### config.mk
export PLATFORM = sky130hd
export DESIGN_NAME = raf_proj
export DESIGN_NICKNAME = d
export VERILOG_FILES = /design/src/rtl/core/rotational_anisotropy_field_4_2_defines.svh /design/src/rtl/core/raf_pkg.sv /design/src/rtl/core/raf_proj.sv
export SDC_FILE = /design/constraint.sdc
export NUM_CORES = 2
export LEC_CHECK = 0
export ABC_AREA = 1
export BUFFER_PORTS_ARGS = -buffer_cell sky130_fd_sc_hd__buf_2
export CORE_MARGIN = 2
export CORE_UTILIZATION = 55
export DETAILED_ROUTE_END_ITERATION = 10
export HOLD_SLACK_MARGIN = 0.15
export PLACE_DENSITY = 0.72
export SLEW_MARGIN = 20
export SYNTH_ARGS = -nofsm -noshare
export SYNTH_HDL_FRONTEND = slang
export SYNTH_SLANG_ARGS = --single-unit
### constraint.sdc
create_clock -name clk -period 8.8 [get_ports clk]
set_input_delay 1.32 -clock clk [delete_from_list [all_inputs] [get_ports clk]]
set_output_delay 1.32 -clock clk [all_outputs]
set_load 0.005 [all_outputs]
### src/rtl/core/rotational_anisotropy_field_4_2_defines.svh
// Assertion helpers used by the top-level RTL file.
`ifndef ROTATIONAL_ANISOTROPY_FIELD_4_2_DEFINES_SVH
`define ROTATIONAL_ANISOTROPY_FIELD_4_2_DEFINES_SVH

`ifndef SYNTHESIS

// Same-cycle implication, clocked on clk, off during reset
`define RAF_ASSERT_IMP(lbl, ante, cons) \
	lbl: assert property (@(posedge clk) disable iff (!arst_n) (ante) |-> (cons)) \
		else $error("raf assertion failed");

// Next-cycle implication, clocked on clk, off during reset
`define RAF_ASSERT_NXT(lbl, ante, cons) \
	lbl: assert property (@(posedge clk) disable iff (!arst_n) (ante) |=> (cons)) \
		else $error("raf assertion failed");

`else

`define RAF_ASSERT_IMP(lbl, ante, cons)
`define RAF_ASSERT_NXT(lbl, ante, cons)

`endif

`endif

### src/rtl/core/raf_pkg.sv
package raf_pkg;

	// Request action codes
	typedef enum logic {
		ACT_COMPUTE = 1'b0,
		ACT_LOAD    = 1'b1
	} action_t;

	// 6/7 in Q.30
	localparam logic signed [31:0] SIX_SEVENTHS_Q30 = 32'sd920350135;

	// Input request
	typedef struct packed {
		logic               action;
		logic        [3:0]  material;
		logic signed [15:0] spin_x;
		logic signed [15:0] spin_y;
		logic signed [15:0] spin_z;
		logic signed [31:0] field_in_x;
		logic signed [31:0] field_in_y;
		logic signed [31:0] field_in_z;
		logic signed [31:0] k_value;
		logic               last_atom;
	} in_req_t;

	// Result
	typedef struct packed {
		logic signed [31:0] field_out_x;
		logic signed [31:0] field_out_y;
		logic signed [31:0] field_out_z;
		logic signed [31:0] energy;
		logic               batch_end;
	} out_rsp_t;

	// One material table entry: first axis f, second axis g (Q1.15), k (Q16.16)
	typedef struct packed {
		logic signed [15:0] f_x;
		logic signed [15:0] f_y;
		logic signed [15:0] f_z;
		logic signed [15:0] g_x;
		logic signed [15:0] g_y;
		logic signed [15:0] g_z;
		logic signed [31:0] k;
	} entry_t;

	// Sideband carried alongside the arithmetic
	typedef struct packed {
		logic               action;
		logic               last;
		logic signed [31:0] fin_x;
		logic signed [31:0] fin_y;
		logic signed [31:0] fin_z;
		entry_t             ent;
	} side_t;

	// Per-stage load enables, stage 2 through 9
	typedef struct packed {
		logic s9;
		logic s8;
		logic s7;
		logic s6;
		logic s5;
		logic s4;
		logic s3;
		logic s2;
	} pipe_en_t;

	// Saturate a 48-bit signed value to 32 bits
	function automatic logic signed [31:0] sat32(input logic signed [47:0] x);
		logic signed [31:0] r;
		if ((&x[47:31]) || !(|x[47:31])) begin
			r = x[31:0];
		end else if (x[47]) begin
			r = 32'sh8000_0000;
		end else begin
			r = 32'sh7fff_ffff;
		end
		return r;
	endfunction

endpackage

### src/rtl/core/raf_proj.sv
module raf_proj (
	input  logic               clk,
	input  raf_pkg::pipe_en_t  pen,
	input  raf_pkg::entry_t    ent,
	input  logic signed [15:0] spin_x,
	input  logic signed [15:0] spin_y,
	input  logic signed [15:0] spin_z,
	output logic signed [17:0] a_s3,
	output logic signed [17:0] b_s3
);

	logic signed [31:0] pfx_s2, pfy_s2, pfz_s2;
	logic signed [31:0] pgx_s2, pgy_s2, pgz_s2;
	logic signed [33:0] sum_a, sum_b;

	// Stage 2: spin times each axis component
	always_ff @(posedge clk) begin
		if (pen.s2) begin
			pfx_s2 <= 32'(spin_x) * 32'(ent.f_x);
			pfy_s2 <= 32'(spin_y) * 32'(ent.f_y);
			pfz_s2 <= 32'(spin_z) * 32'(ent.f_z);
			pgx_s2 <= 32'(spin_x) * 32'(ent.g_x);
			pgy_s2 <= 32'(spin_y) * 32'(ent.g_y);
			pgz_s2 <= 32'(spin_z) * 32'(ent.g_z);
		end
	end

	// Stage 3: dot products, Q.30 down to Q.15
	assign sum_a = 34'(pfx_s2) + 34'(pfy_s2) + 34'(pfz_s2);
	assign sum_b = 34'(pgx_s2) + 34'(pgy_s2) + 34'(pgz_s2);

	always_ff @(posedge clk) begin
		if (pen.s3) begin
			a_s3 <= 18'(sum_a >>> 15);
			b_s3 <= 18'(sum_b >>> 15);
		end
	end

endmodule

==> results.yml <==
synthesis:
  postSynthCellCount: 9643
  postSynthAreaPerCell_sq_um: 7.87
  synth_edf_count: 228
  async_flop_share_pct: 0
  synth_area_sq_um: 75900
  syn_nets: 12000
  seq_area_frac_synth_pct: 9.02
  yosys-top-cells-area: "fa_1 (43%), inv_1 (14%), nand2_1 (13%), ha_1 (9.1%), edfxtp_1 (9.0%)"
  yosys.area.top_type: "fa_1"
  ys_types: 37
  synth_seq_cells: 228
  synth_top_area_share_pct: 43.1
  yosys_warnings: 0
  synth_top_flop_cell: "edfxtp_1"
die:
  start_util_pct: 55.3
  die_w_um: 375
  die_height_um: 375
  die_area_sq_um: 141000
  coreArea_sq_um: 137000
  num_rows: 136
  io-pin-count: 221
timing:
  clock_skew_ns: 0.00870
  timing.final.crit_share_pct: 79.5
  relSlewSlack_pct: 29.5
  maxSlewViolCount: 0
  fmax_mhz: 143
  fin_setup_tns_ns: 0
  finalHoldViolCount: 0
  tightest_slew_ns: 1.06
  rsz0062_at_grt: "false"
  setup_violations: 0
  layout_setup_ws_ns: 1.80
  post-route-min-period_ns: 7.00
worst_setup_path:
  max_stage_delay_ns: 0.69
  cp-end-kind: "register"
  crit_family: "adder cells"
  cp.buffers_inverters: 5
  worstPathCellList: "buf_2, inv_1, nand2_1, fa_1, fa_1, inv_1, fa_1, fa_1, fa_1, inv_1, fa_1, inv_1, ha_1, nand2_1, nor2_1, nor3b_2, nand2_1, nand2_1, xor2_1"
  arrival_ns: 7.26
  crit_type: "input pin to register"
  cp_slowest_cell: "buf_2"
  reg2regPathDepth: 9
  start_kind: "input pin"
  worstPathRequired_ns: 9.06
  crit_path_frequent_cell: "fa_1"
  cp_max_fo: 31
  regToRegStartpoint: "pgx_s2[24]"
  r2r_end: "b_s3[11]"
  cp-startpoint: "spin_z[0]"
  r2r_setup_slack_ns: 5.78
  cp_num_cells: 19
grt:
  grt_pass1_wl_um: 332000
  antenna_found_initial: 17
  grt_overflow: 0
  grt_max_degree: 87
  grt_pass1_vias: 64900
  grtUsageTotal_pct: 29.6
placed_design:
  gp_congestion: 0.936
  dp_slack_ns: 1.30
  place_hpwl_um: 169000
  portBuffers: 182
final_layout:
  fillers: 12700
  final_cell_mix: "inv_1 (2928), nand2_1 (2560), fa_1 (1634)"
  nets: 11900
  area_growth_pct: 3.92
  final_common_cell: "inv_1"
  drive_gt1_share_pct: 2.85
cts:
  cts_tree: "built"
  cts_resized: 0
  clockBufferDepth: 3
  numCtsBuffers: 28
  clock_latency_ns: 0.56
  clock-sinks: 228
  post-cts-setup-buffers: 0
  hold_buffers: 0
  clkTransAtPathRegs_ns: 0.06
  ctsHtreeMaxLevel: 1
  root_buffer: "clkbuf_16"
routing:
  wl_met2_um: 99800
  first_pass_iters: 7
  m1WireLength_um: 79400
  drt_wl_total_um: 198000
  vias_per_cell: 5.19
  highest_layer: "met5"
  vias: 59000
  detail-route-antenna-nets: 0
  routedWlPerCell_um: 17.4
  drt_iter0_markers: 4018
  routed-wl-met3_um: 11800
  route.detailed.drc: 0
min_path:
  hp-class: "register to register"
  whs_endpoint: "b_s3[17]"
  hold_depth: 4
  hp-start: "pgz_s2[31]"
job:
  maxCapViolCount: 0
run_status:
  status: "finished, final reports clean"
-- worst max-delay path by stage --
stage | slack (ns) | end
2_1_floorplan | 2.14 | pgz_s2[25]
3_3_place_gp | 1.34 | pgx_s2[23]
3_5_place_dp | 1.30 | pgx_s2[23]
4_1_cts | 1.86 | pgx_s2[23]
5_1_grt | 1.47 | pgx_s2[23]
6_report | 1.80 | pfz_s2[19]
-- stage by stage --
stage | std cells | hold slack [ns] | cell area (sq um) | utilization, %
6_report | 11400 | 0.897 | 78900 | 57.5
5_1_grt | 11400 | 0.995 | 78900 | 57.5
4_1_cts | 11400 | 0.908 | 78900 | 57.5
3_5_place_dp | 11300 | 0.889 | 77900 | 56.8
3_3_place_gp | 11300 | 0.883 | 77900 | 56.8
2_1_floorplan | 9643 | 0.809 | 75900 | -
-- area by class of cell --
type | instances | area (sq um) | area share [%]
multi-input cells | 6156 | 56800 | 72.0
inverters | 2929 | 11000 | 13.9
well taps | 1794 | 2240 | 2.85
repair buffers | 197 | 1030 | 1.31
flip-flops and latches | 228 | 6850 | 8.68
clock inverters | 18 | 179 | 0.227
clock buffers | 32 | 737 | 0.934
diodes | 10 | 25.0 | 0.0317
-- per-layer routing --
| layer | up-vias | GRT usage [%] |
|---|---|---|
| met1 | 29500 | 38.3 |
| li1 | 27400 | - |
| met5 | - | 0 |
| met3 | 377 | 3.12 |
| met2 | 1814 | 52.4 |
| met4 | 6 | 8.95 |
-- flip-flops by register name, summed over array words and instances (netlist names) --
signal,cells
pfx_s2,32
pfy_s2,32
pfz_s2,32
pgx_s2,32
pgy_s2,32
pgz_s2,32
a_s3,18
b_s3,18
-- synthesized netlist by cell type, types with 77 or more instances --
cell / instances
inv_1: 2928
nand2_1: 2560
fa_1: 1634
ha_1: 554
nor2_1: 344
clkbuf_1: 328
a21oi_1: 258
nand3_1: 235
edfxtp_1: 228
o21ai_0: 156
xor2_1: 111
nand4_1: 77
-- worst reg2reg max path, stage by stage (launching register included) --
cell	delay [ns]
edfxtp_1	0.49
fa_1	0.55
ha_1	0.40
nand2_1	0.14
nor2_1	0.21
nand2_1	0.16
nor4_1	0.23
o21ai_0	0.30
nand3_1	0.17
nand2_1	0.11
-- kinds of logic after synthesis --
logic type / after synthesis / synth area share (%)
simple gates: 3336 / 17.5
buf+inv: 3259 / 16.1
fa+ha+maj: 2188 / 52.2
compound gates: 475 / 3.33
flops: 228 / 9.02
xor+xnor: 157 / 1.81
Power is left out: the tool's default activity adds up to more than one toggle a clock period on the data nets, which glitch-free logic cannot reach.
