**src/rtl/core/rotational_anisotropy_field_4_2_defines.svh**
```systemverilog
// Assertion helpers used by the top-level RTL file.
`ifndef ROTATIONAL_ANISOTROPY_FIELD_4_2_DEFINES_SVH
`define ROTATIONAL_ANISOTROPY_FIELD_4_2_DEFINES_SVH

`ifndef SYNTHESIS

// Same-cycle implication, clocked on clk, off during reset
`define RAF_ASSERT_IMP(lbl, ante, cons) \
	lbl: assert property (@(posedge clk) disable iff (!arst_n) (ante) |-> (cons)) \
		else $error("raf assertion failed");

// Next-cycle implication, clocked on clk, off during reset
`define RAF_ASSERT_NXT(lbl, ante, cons) \
	lbl: assert property (@(posedge clk) disable iff (!arst_n) (ante) |=> (cons)) \
		else $error("raf assertion failed");

`else

`define RAF_ASSERT_IMP(lbl, ante, cons)
`define RAF_ASSERT_NXT(lbl, ante, cons)

`endif

`endif

```
**src/rtl/core/raf_ram.sv**
```systemverilog
module raf_ram #(
	parameter int WIDTH = 128,
	parameter int DEPTH = 16,
	localparam int ADDR_W = (DEPTH > 1) ? $clog2(DEPTH) : 1
) (
	input  logic                 clk,
	input  logic                 we,
	input  logic [ADDR_W-1:0]    waddr,
	input  logic [WIDTH-1:0]     wdata,
	input  logic                 re,
	input  logic [ADDR_W-1:0]    raddr,
	output logic [WIDTH-1:0]     rdata
);

	logic [WIDTH-1:0] mem_q [DEPTH];

	// One write port, one registered read port; read data holds while re is low
	always_ff @(posedge clk) begin
		if (we) begin
			mem_q[waddr] <= wdata;
		end
		if (re) begin
			rdata <= mem_q[raddr];
		end
	end

endmodule

```
**config.mk**
```make
export PLATFORM = sky130hd
export DESIGN_NAME = raf_ram
export DESIGN_NICKNAME = d
export VERILOG_FILES = /design/src/rtl/core/rotational_anisotropy_field_4_2_defines.svh /design/src/rtl/core/raf_ram.sv
export SDC_FILE = /design/constraint.sdc
export NUM_CORES = 1
export LEC_CHECK = 0
export BUFFER_PORTS_ARGS = -buffer_cell sky130_fd_sc_hd__clkbuf_2
export CAP_MARGIN = 20
export CORE_AREA = 2 2 464 466
export CTS_BUF_LIST = sky130_fd_sc_hd__clkbuf_4 sky130_fd_sc_hd__clkbuf_8
export DETAILED_ROUTE_END_ITERATION = 8
export DIE_AREA = 0 0 466 468
export SETUP_SLACK_MARGIN = 0.05
export SLEW_MARGIN = 10
export SYNTH_ARGS = -nofsm -noshare
export SYNTH_HDL_FRONTEND = slang
export SYNTH_SLANG_ARGS = --single-unit
```
**constraint.sdc**
```tcl
create_clock -name clk -period 12.71 [get_ports clk]
set_clock_uncertainty 0.2 [all_clocks]
set_input_delay 2.542 -clock clk [delete_from_list [all_inputs] [get_ports clk]]
set_output_delay 2.542 -clock clk [all_outputs]
set_load 0.05 [all_outputs]
```
==> results of run 1 <==
-- flip-flops by register name, summed over array words and instances, names as in the netlist --
name	count
mem_q	2048
rdata	128
-- cells in the mapped netlist, drive strengths merged --
| cell type | n |
|---|---|
| nor2b | 29 |
| nand2b | 16 |
| nand3b | 2 |
| o22a | 6 |
| a22oi | 215 |
| mux4 | 477 |
| buf | 111 |
| a221oi | 12 |
| or2 | 1 |
| and2 | 3 |
| nand2 | 95 |
| or3b | 1 |
| nor2 | 15 |
| mux2 | 64 |
| nor3 | 4 |
| o221ai | 23 |
| nand3 | 1 |
| mux2i | 24 |
| clkbuf | 65 |
| o21ai | 17 |
| edfxtp | 2176 |
-- cells by family after synthesis --
kind of cell | after synthesis | share of synthesized area, %
buf+inv | 176 | 1.063
flops | 2176 | 80.94
mux | 565 | 14.50
simple gates | 167 | 0.9516
compound gates | 273 | 2.549
-- worst register-to-register path, stage by stage (launching register included) --
cell and delay, ns:
edfxtp_1 0.36, mux4_2 0.47, a22oi_1 0.20, o21ai_0 0.31
-- final timing paths --
path | start | end | slack [ns]
max | raddr[0] | rdata[82] | 7.50
min | mem_q[14][98] | rdata[98] | 0.50
max reg2reg | mem_q[7][5] | rdata[5] | 10.82
min reg2reg | mem_q[14][98] | rdata[98] | 0.50
-- where the power goes --
part	leakage [nW]	switching [W]	total (W)	internal, W
clock	3.52	0.00264	0.00579	0.00315
sequential	19.8	0.0000578	0.00815	0.00809
combinational	6.02	0.000527	0.000798	0.000271
total	29.3	0.00322	0.0147	0.0115
-- cell type report --
cell class | count | area share (%)
clock inverters | 140 | 0.9595
diodes | 9 | 0.02439
repair buffers | 332 | 2.267
well taps | 2838 | 3.846
multi-input cells | 1005 | 15.90
flip-flops and latches | 2176 | 70.77
clock buffers | 468 | 6.231
-- layer usage --
layer  wire length, microns  share of wire, %  vias up
li1                       -                 -    15520
met1                  83850                43    20360
met2                  92410                48     1303
met3                  13270               6.8      323
met4                   4117               2.1       42
met5                    237              0.12        -
-- metrics by stage --
stage	area (sq um)	total power (W)	std cells	util, %	hold slack, ns
finish	92320	0.01474	6968	43.28	0.5008
detailed placement	85660	0.009117	6351	40.15	0.5261
floorplan	80740	0.008795	3357	-	0.5103
CTS	92300	0.01491	6959	43.26	0.5053
global placement	85650	0.009100	6350	40.15	0.5261
global route	92320	0.01528	6965	43.27	0.5353
==> metrics.md, run 1 <==
| Metric | Value |
|---|---|
| Most used cells in the layout excluding fill and tap cells | edfxtp_1 (2176), mux4_2 (477), clkbuf_8 (359) |
| Setup bufs post-CTS | 0 |
| Met2 Track Usage GR | 27.70% |
| DR vias/cell | 5.388 |
| Run status | complete, no violations |
| # rows | 170 |
| Maximum vdd drop | 0.1060 mV |
| Buf/Inv on CP | 3 |
| Final setup violation count | 0 |
| Post_cts resized | 0 |
| Required time of the critical path | 13.24 ns |
| Worst skew pair latency | 1.03 ns |
| Synth area leaders | edfxtp_1 (81%), mux4_2 (13%), a22oi_1 (2.0%) |
| Final hold vios | 0 |
| Seq/Total Area, Yosys | 80.94% |
| Synth Cell Area | 80730 sq um |
| Period utilization | 41.01% |
| Area grow syn2layout | 14.36% |
| Max incr delay on CP | 0.79 ns |
| Setup TNS | 0 ns |
| Met3 Use GR | 4.169% |
| Final worst slack | 7.498 ns |
| Commonest non-fill, non-tap cell in the layout | edfxtp_1 |
| R2R depth | 3 |
| CP max-delay cell | buf_4 |
| TritonCTS clock tree | yes |
| Top delay family on crit path | buffers and inverters |
| Die Area | 218100 sq um |
| Hold WC Path Type | reg2reg |
| Slew HR | 23.26% |
| GRT met1 Usage | 24.86% |
| Nets | 4008 |
| Initial DRT Pass Iterations | 5 |
| Grt ovf | 0 |
| Setup Slack @ Placement | 6.308 ns |
| Final GP Congestion | 0.6930 |
| CTS Hold Bufs | 0 |
| Max Cap Violations | 0 |
| H-tree lvl count | 5 |
| Seq. cell area | 65340 sq um |
| Number of global-route vias before repair | 39510 |
| FMAX | 0.1919 GHz |
| First-pass GRT wire length | 277500 microns |
| Die Wd | 466 microns |
| DP HPWL | 91220 microns |
| Yosys top cell area share | 80.94% |
| Worst path depth | 6 |
| Min cycle time layout | 5.212 ns |
| Reg clk slew, reported paths | 0.06 ns |
| Hold depth | 3 |
| Type of origin of the critical path | input pin |
| Clock buffer count from CTS | 354 |
| Crit path max fanout | 86 |
| Final Max Slew Viols | 0 |
| # fillers | 18160 |
| Global-route usage over all layers | 17.71% |
| Area of the multi-input gates | 14680 sq um |
| Core region area | 213300 sq um |
| Synth Instances | 3357 |
| Die Span Y | 468 microns |
| DRT antenna net count | 0 |
| Kind of critical path | in2reg |
| Antenna violations before repair | 51 |
| Largest net degree at the start of global routing | 142 |
| Yosys cell types | 24 |
| Max clock buf depth | 4 |
| Clk sink count | 2176 |
| Layout cell share with drive strength beyond 1 | 34.46% |
| Total number of vias | 37540 |
| Io pins | 267 |
| CP dominant cell by count | buf_4 |
| WP data arrival | 5.74 ns |
| Syn nets | 3496 |
| Final WL | 193900 microns |
| Initial Util | 37.84% |
| DRC | 0 |
| Power per cell area | 159.6 nW/um^2 |
| Leak | 29.32 nW |
| RSZ-0062 raised after global routing | no |
| Root Buffer | clkbuf_8 |
| Crit path cell chain | buf_8 -> buf_4 -> buf_4 -> mux4_2 -> a22oi_1 -> nand2_1 |
| Synth warn | 0 |
| Gr busiest metal | met2 |
| Setup crit end kind | flop |
| Iteration-0 DRC Markers | 3974 |
| Worst Tran Pin Value | 1.151 ns |
| Yosys reg bits | 2176 |
| Synthesized area per cell | 24.05 sq um |
| Port bufs | 266 |
| Average routed wire per standard cell | 27.82 microns |
| Synth area leader | edfxtp_1 |
(Power assumes the default switching activity.)
==> run 2: changes to the inputs <==
Clock period 12.71 ns to 4.9 ns, I/O delays scaled along.
==> run 2 against run 1 <==
Cell count increased by 0.63%. Global-route usage barely moved. Clock power rose to 2.6 times the previous value. Sequential share of layout area shrank 0.75 points. Routed wire length up 0.38%. Core utilization rose by 0.46 points. Critical path depth down 5. Count of clock-buffer cells in the layout is 11 lower. Worst hold slack got worse by 0.36 ns. Via count rose by 0.33%. Design area grew 1.1%. Non-clock buffer count increased by 59.
==> metrics.md, run 2 (synthesis gave the netlist of run 1 again) <==
| Metric | Value |
|---|---|
| Nets | 4067 (+1.5%) |
| RSZ-0062 raised after global routing | no |
| Core region area | 213300 sq um (unchanged) |
| DR vias/cell | 5.372 (-0.30%) |
| Hold wc startpoint | wdata[90] |
| Biggest regs | mem_q x2048, rdata x128 |
| First-pass GRT wire length | 277600 microns (about the same) |
| Largest net degree at the start of global routing | 102 (-28%) |
| R2R depth | 3 (unchanged) |
| Crit path max fanout | 1 (-99%) |
| Setup bufs post-CTS | 0 (unchanged) |
| Final worst slack | 1.798 ns (-5.700 ns) |
| Worst hold endpoint | mem_q[5][90] |
| Run status | complete, no violations |
| Global-route usage over all layers | 17.67% (-0.037 points) |
| Type of origin of the critical path | flop |
| Layout cell share with drive strength beyond 1 | 35.38% (+0.93 points) |
| Final hold vios | 0 (unchanged) |
| Die Wd | 466 microns (unchanged) |
| Worst R2R End | rdata[7] |
| Non-filler cells, final | 7012 (+0.63%) |
| Initial Util | 37.84% (unchanged) |
| Slew HR | 29.73% (+6.5 points) |
| Number of flip-flops in the largest register | 2048 (unchanged) |
| Final setup violation count | 0 (unchanged) |
| Die Area | 218100 sq um (unchanged) |
| Final WL | 194600 microns (+0.38%) |
| Root Buffer | clkbuf_8 |
| Grt ovf | 0 (unchanged) |
| Kind of critical path | reg2out |
| Final GP Congestion | 0.7028 (+1.4%) |
| Maximum vdd drop | 0.2633 mV (+150%) |
| Power per cell area | 410.4 nW/um^2 (+160%) |
| Psw | 0.008411 W (+160%) |
| Final instance area | 93310 sq um (+1.1%) |
| Io pins | 267 (unchanged) |
| Reg-to-reg critical path startpoint | mem_q[3][7] |
| CP max-delay cell | edfxtp_1 |
| Reg clk slew, reported paths | 0.06 ns (about the same) |
| Hold depth | 1 (-2) |
| Required time of the critical path | 3.72 ns (-9.52 ns) |
| WP data arrival | 1.92 ns (-3.82 ns) |
| Buf/Inv on CP | 1 (-2) |
| Leak | 29.73 nW (+1.4%) |
| Top delay family on crit path | flip-flops |
| Initial DRT Pass Iterations | 7 (+2) |
| Port bufs | 266 (unchanged) |
| Post_cts resized | 0 (unchanged) |
| Average routed wire per standard cell | 27.76 microns (-0.25%) |
| R2R setup slack | 3.07 ns (-7.75 ns) |
| Clock buffer count from CTS | 354 (unchanged) |
| Die Span Y | 468 microns (unchanged) |
| Worst Tran Pin Value | 1.053 ns (-0.09831 ns) |
| Min cycle time layout | 3.102 ns |
| Area grow syn2layout | 15.58% |
| Antenna violations before repair | 42 (-18%) |
| Setup Slack @ Placement | 1.381 ns (-4.927 ns) |
| Placement Cell Area | 86690 sq um (+1.2%) |
| # rows | 170 (unchanged) |
| Setup crit end kind | primary output |
| DRC | 0 (unchanged) |
| Final Max Slew Viols | 0 (unchanged) |
| Number of global-route vias before repair | 39210 (-0.76%) |
| Most used cells in the layout excluding fill and tap cells | edfxtp_1 (2176), mux4_2 (477), clkbuf_8 (362) |
| Worst skew pair latency | 1.05 ns (+0.02 ns) |
| Period utilization | 63.30% |
| Switching share of power | 21.97% (+0.088 points) |
| Tot Pwr | 0.03829 W (+160%) |
| Placed insts | 6410 (+0.93%) |
| TritonCTS clock tree | yes |
| P_int | 0.02988 W (+160%) |
| Iteration-0 DRC Markers | 3692 (-7.1%) |
| DP HPWL | 99960 microns (+9.6%) |
| Max Cap Violations | 0 (unchanged) |
| FMAX | 0.3224 GHz |
| Max clock buf depth | 4 (unchanged) |
| Power share of the clock group | 39.2% (about the same) |
| CTS Hold Bufs | 0 (unchanged) |
| Max incr delay on CP | 0.55 ns (-0.24 ns) |
| Top reg by flops | mem_q |
| Commonest non-fill, non-tap cell in the layout | edfxtp_1 |
| Total number of vias | 37670 (+0.33%) |
| Hold WC Path Type | in2reg |
| DRT antenna net count | 0 (unchanged) |
| H-tree lvl count | 5 (unchanged) |
| Seq pwr share | 55.2% (about the same) |
| Crit path cell chain | clkbuf_2 |
| Combinational power share | 5.6% (+0.2 points) |
| Clk sink count | 2176 (unchanged) |
[run 2: changes by cell type in the layout (fill, tap and decap cells not counted), moves of 5 or more]
cell      before  now
buf_4         48   63
clkinv_1      85   73
buf_12        18   62
clkbuf_4     110   96
diode_2        9   14
[run 2: power by group through the flow]
stage | registers [W] | clock network (W) | logic, W
after floorplan | 0.0218 | 0 | 0.00101
after global placement | 0.0215 | 0 | 0.00215
after detailed placement | 0.0215 | 0 | 0.00218
after CTS | 0.0211 | 0.0154 | 0.00218
after global routing | 0.0212 | 0.0162 | 0.00229
final | 0.0211 | 0.0150 | 0.00214
[run 2: stage by stage]
| step | util, % | hold slack (ns) | setup TNS, ns |
|---|---|---|---|
| finish | 43.74 | 0.1365 | 0 |
| global route | 43.73 | 0.08715 | 0 |
| CTS | 43.72 | 0.01435 | 0 |
| detailed placement | 40.64 | 0.5278 | 0 |
| global placement | 40.63 | 0.5192 | 0 |
| floorplan | - | 0.5103 | -635.48 |
[run 2: metal layers]
metal,GRT usage [%],share of wire [%]
met3,4.491,7.1
met1,24.06,42
met2,28.14,48
met4,5.165,2.1
met5,0,0.12
[run 2: area by class of cell]
| class | count | area [sq um] |
|---|---|---|
| clock buffer | 457 | 5689 |
| multi-input combinational | 1005 | 14710 |
| tap | 2838 | 3551 |
| fill | 17970 | 120000 |
| antenna | 14 | 35.03 |
| sequential | 2176 | 65340 |
| clock inverter | 131 | 889.6 |
| timing repair buffer | 391 | 3090 |
[run 2: worst max path at each step]
stage	start	end	slack, ns	cells past startpoint
4_1_cts	rdata[29]	rdata[29]	1.61	1
6_report	rdata[96]	rdata[96]	1.80	1
3_5_place_dp	raddr[0]	rdata[19]	1.38	5
5_1_grt	rdata[29]	rdata[29]	1.70	1
3_3_place_gp	waddr[3]	mem_q[4][115]	1.32	4
2_1_floorplan	waddr[2]	mem_q[1][0]	-0.49	2
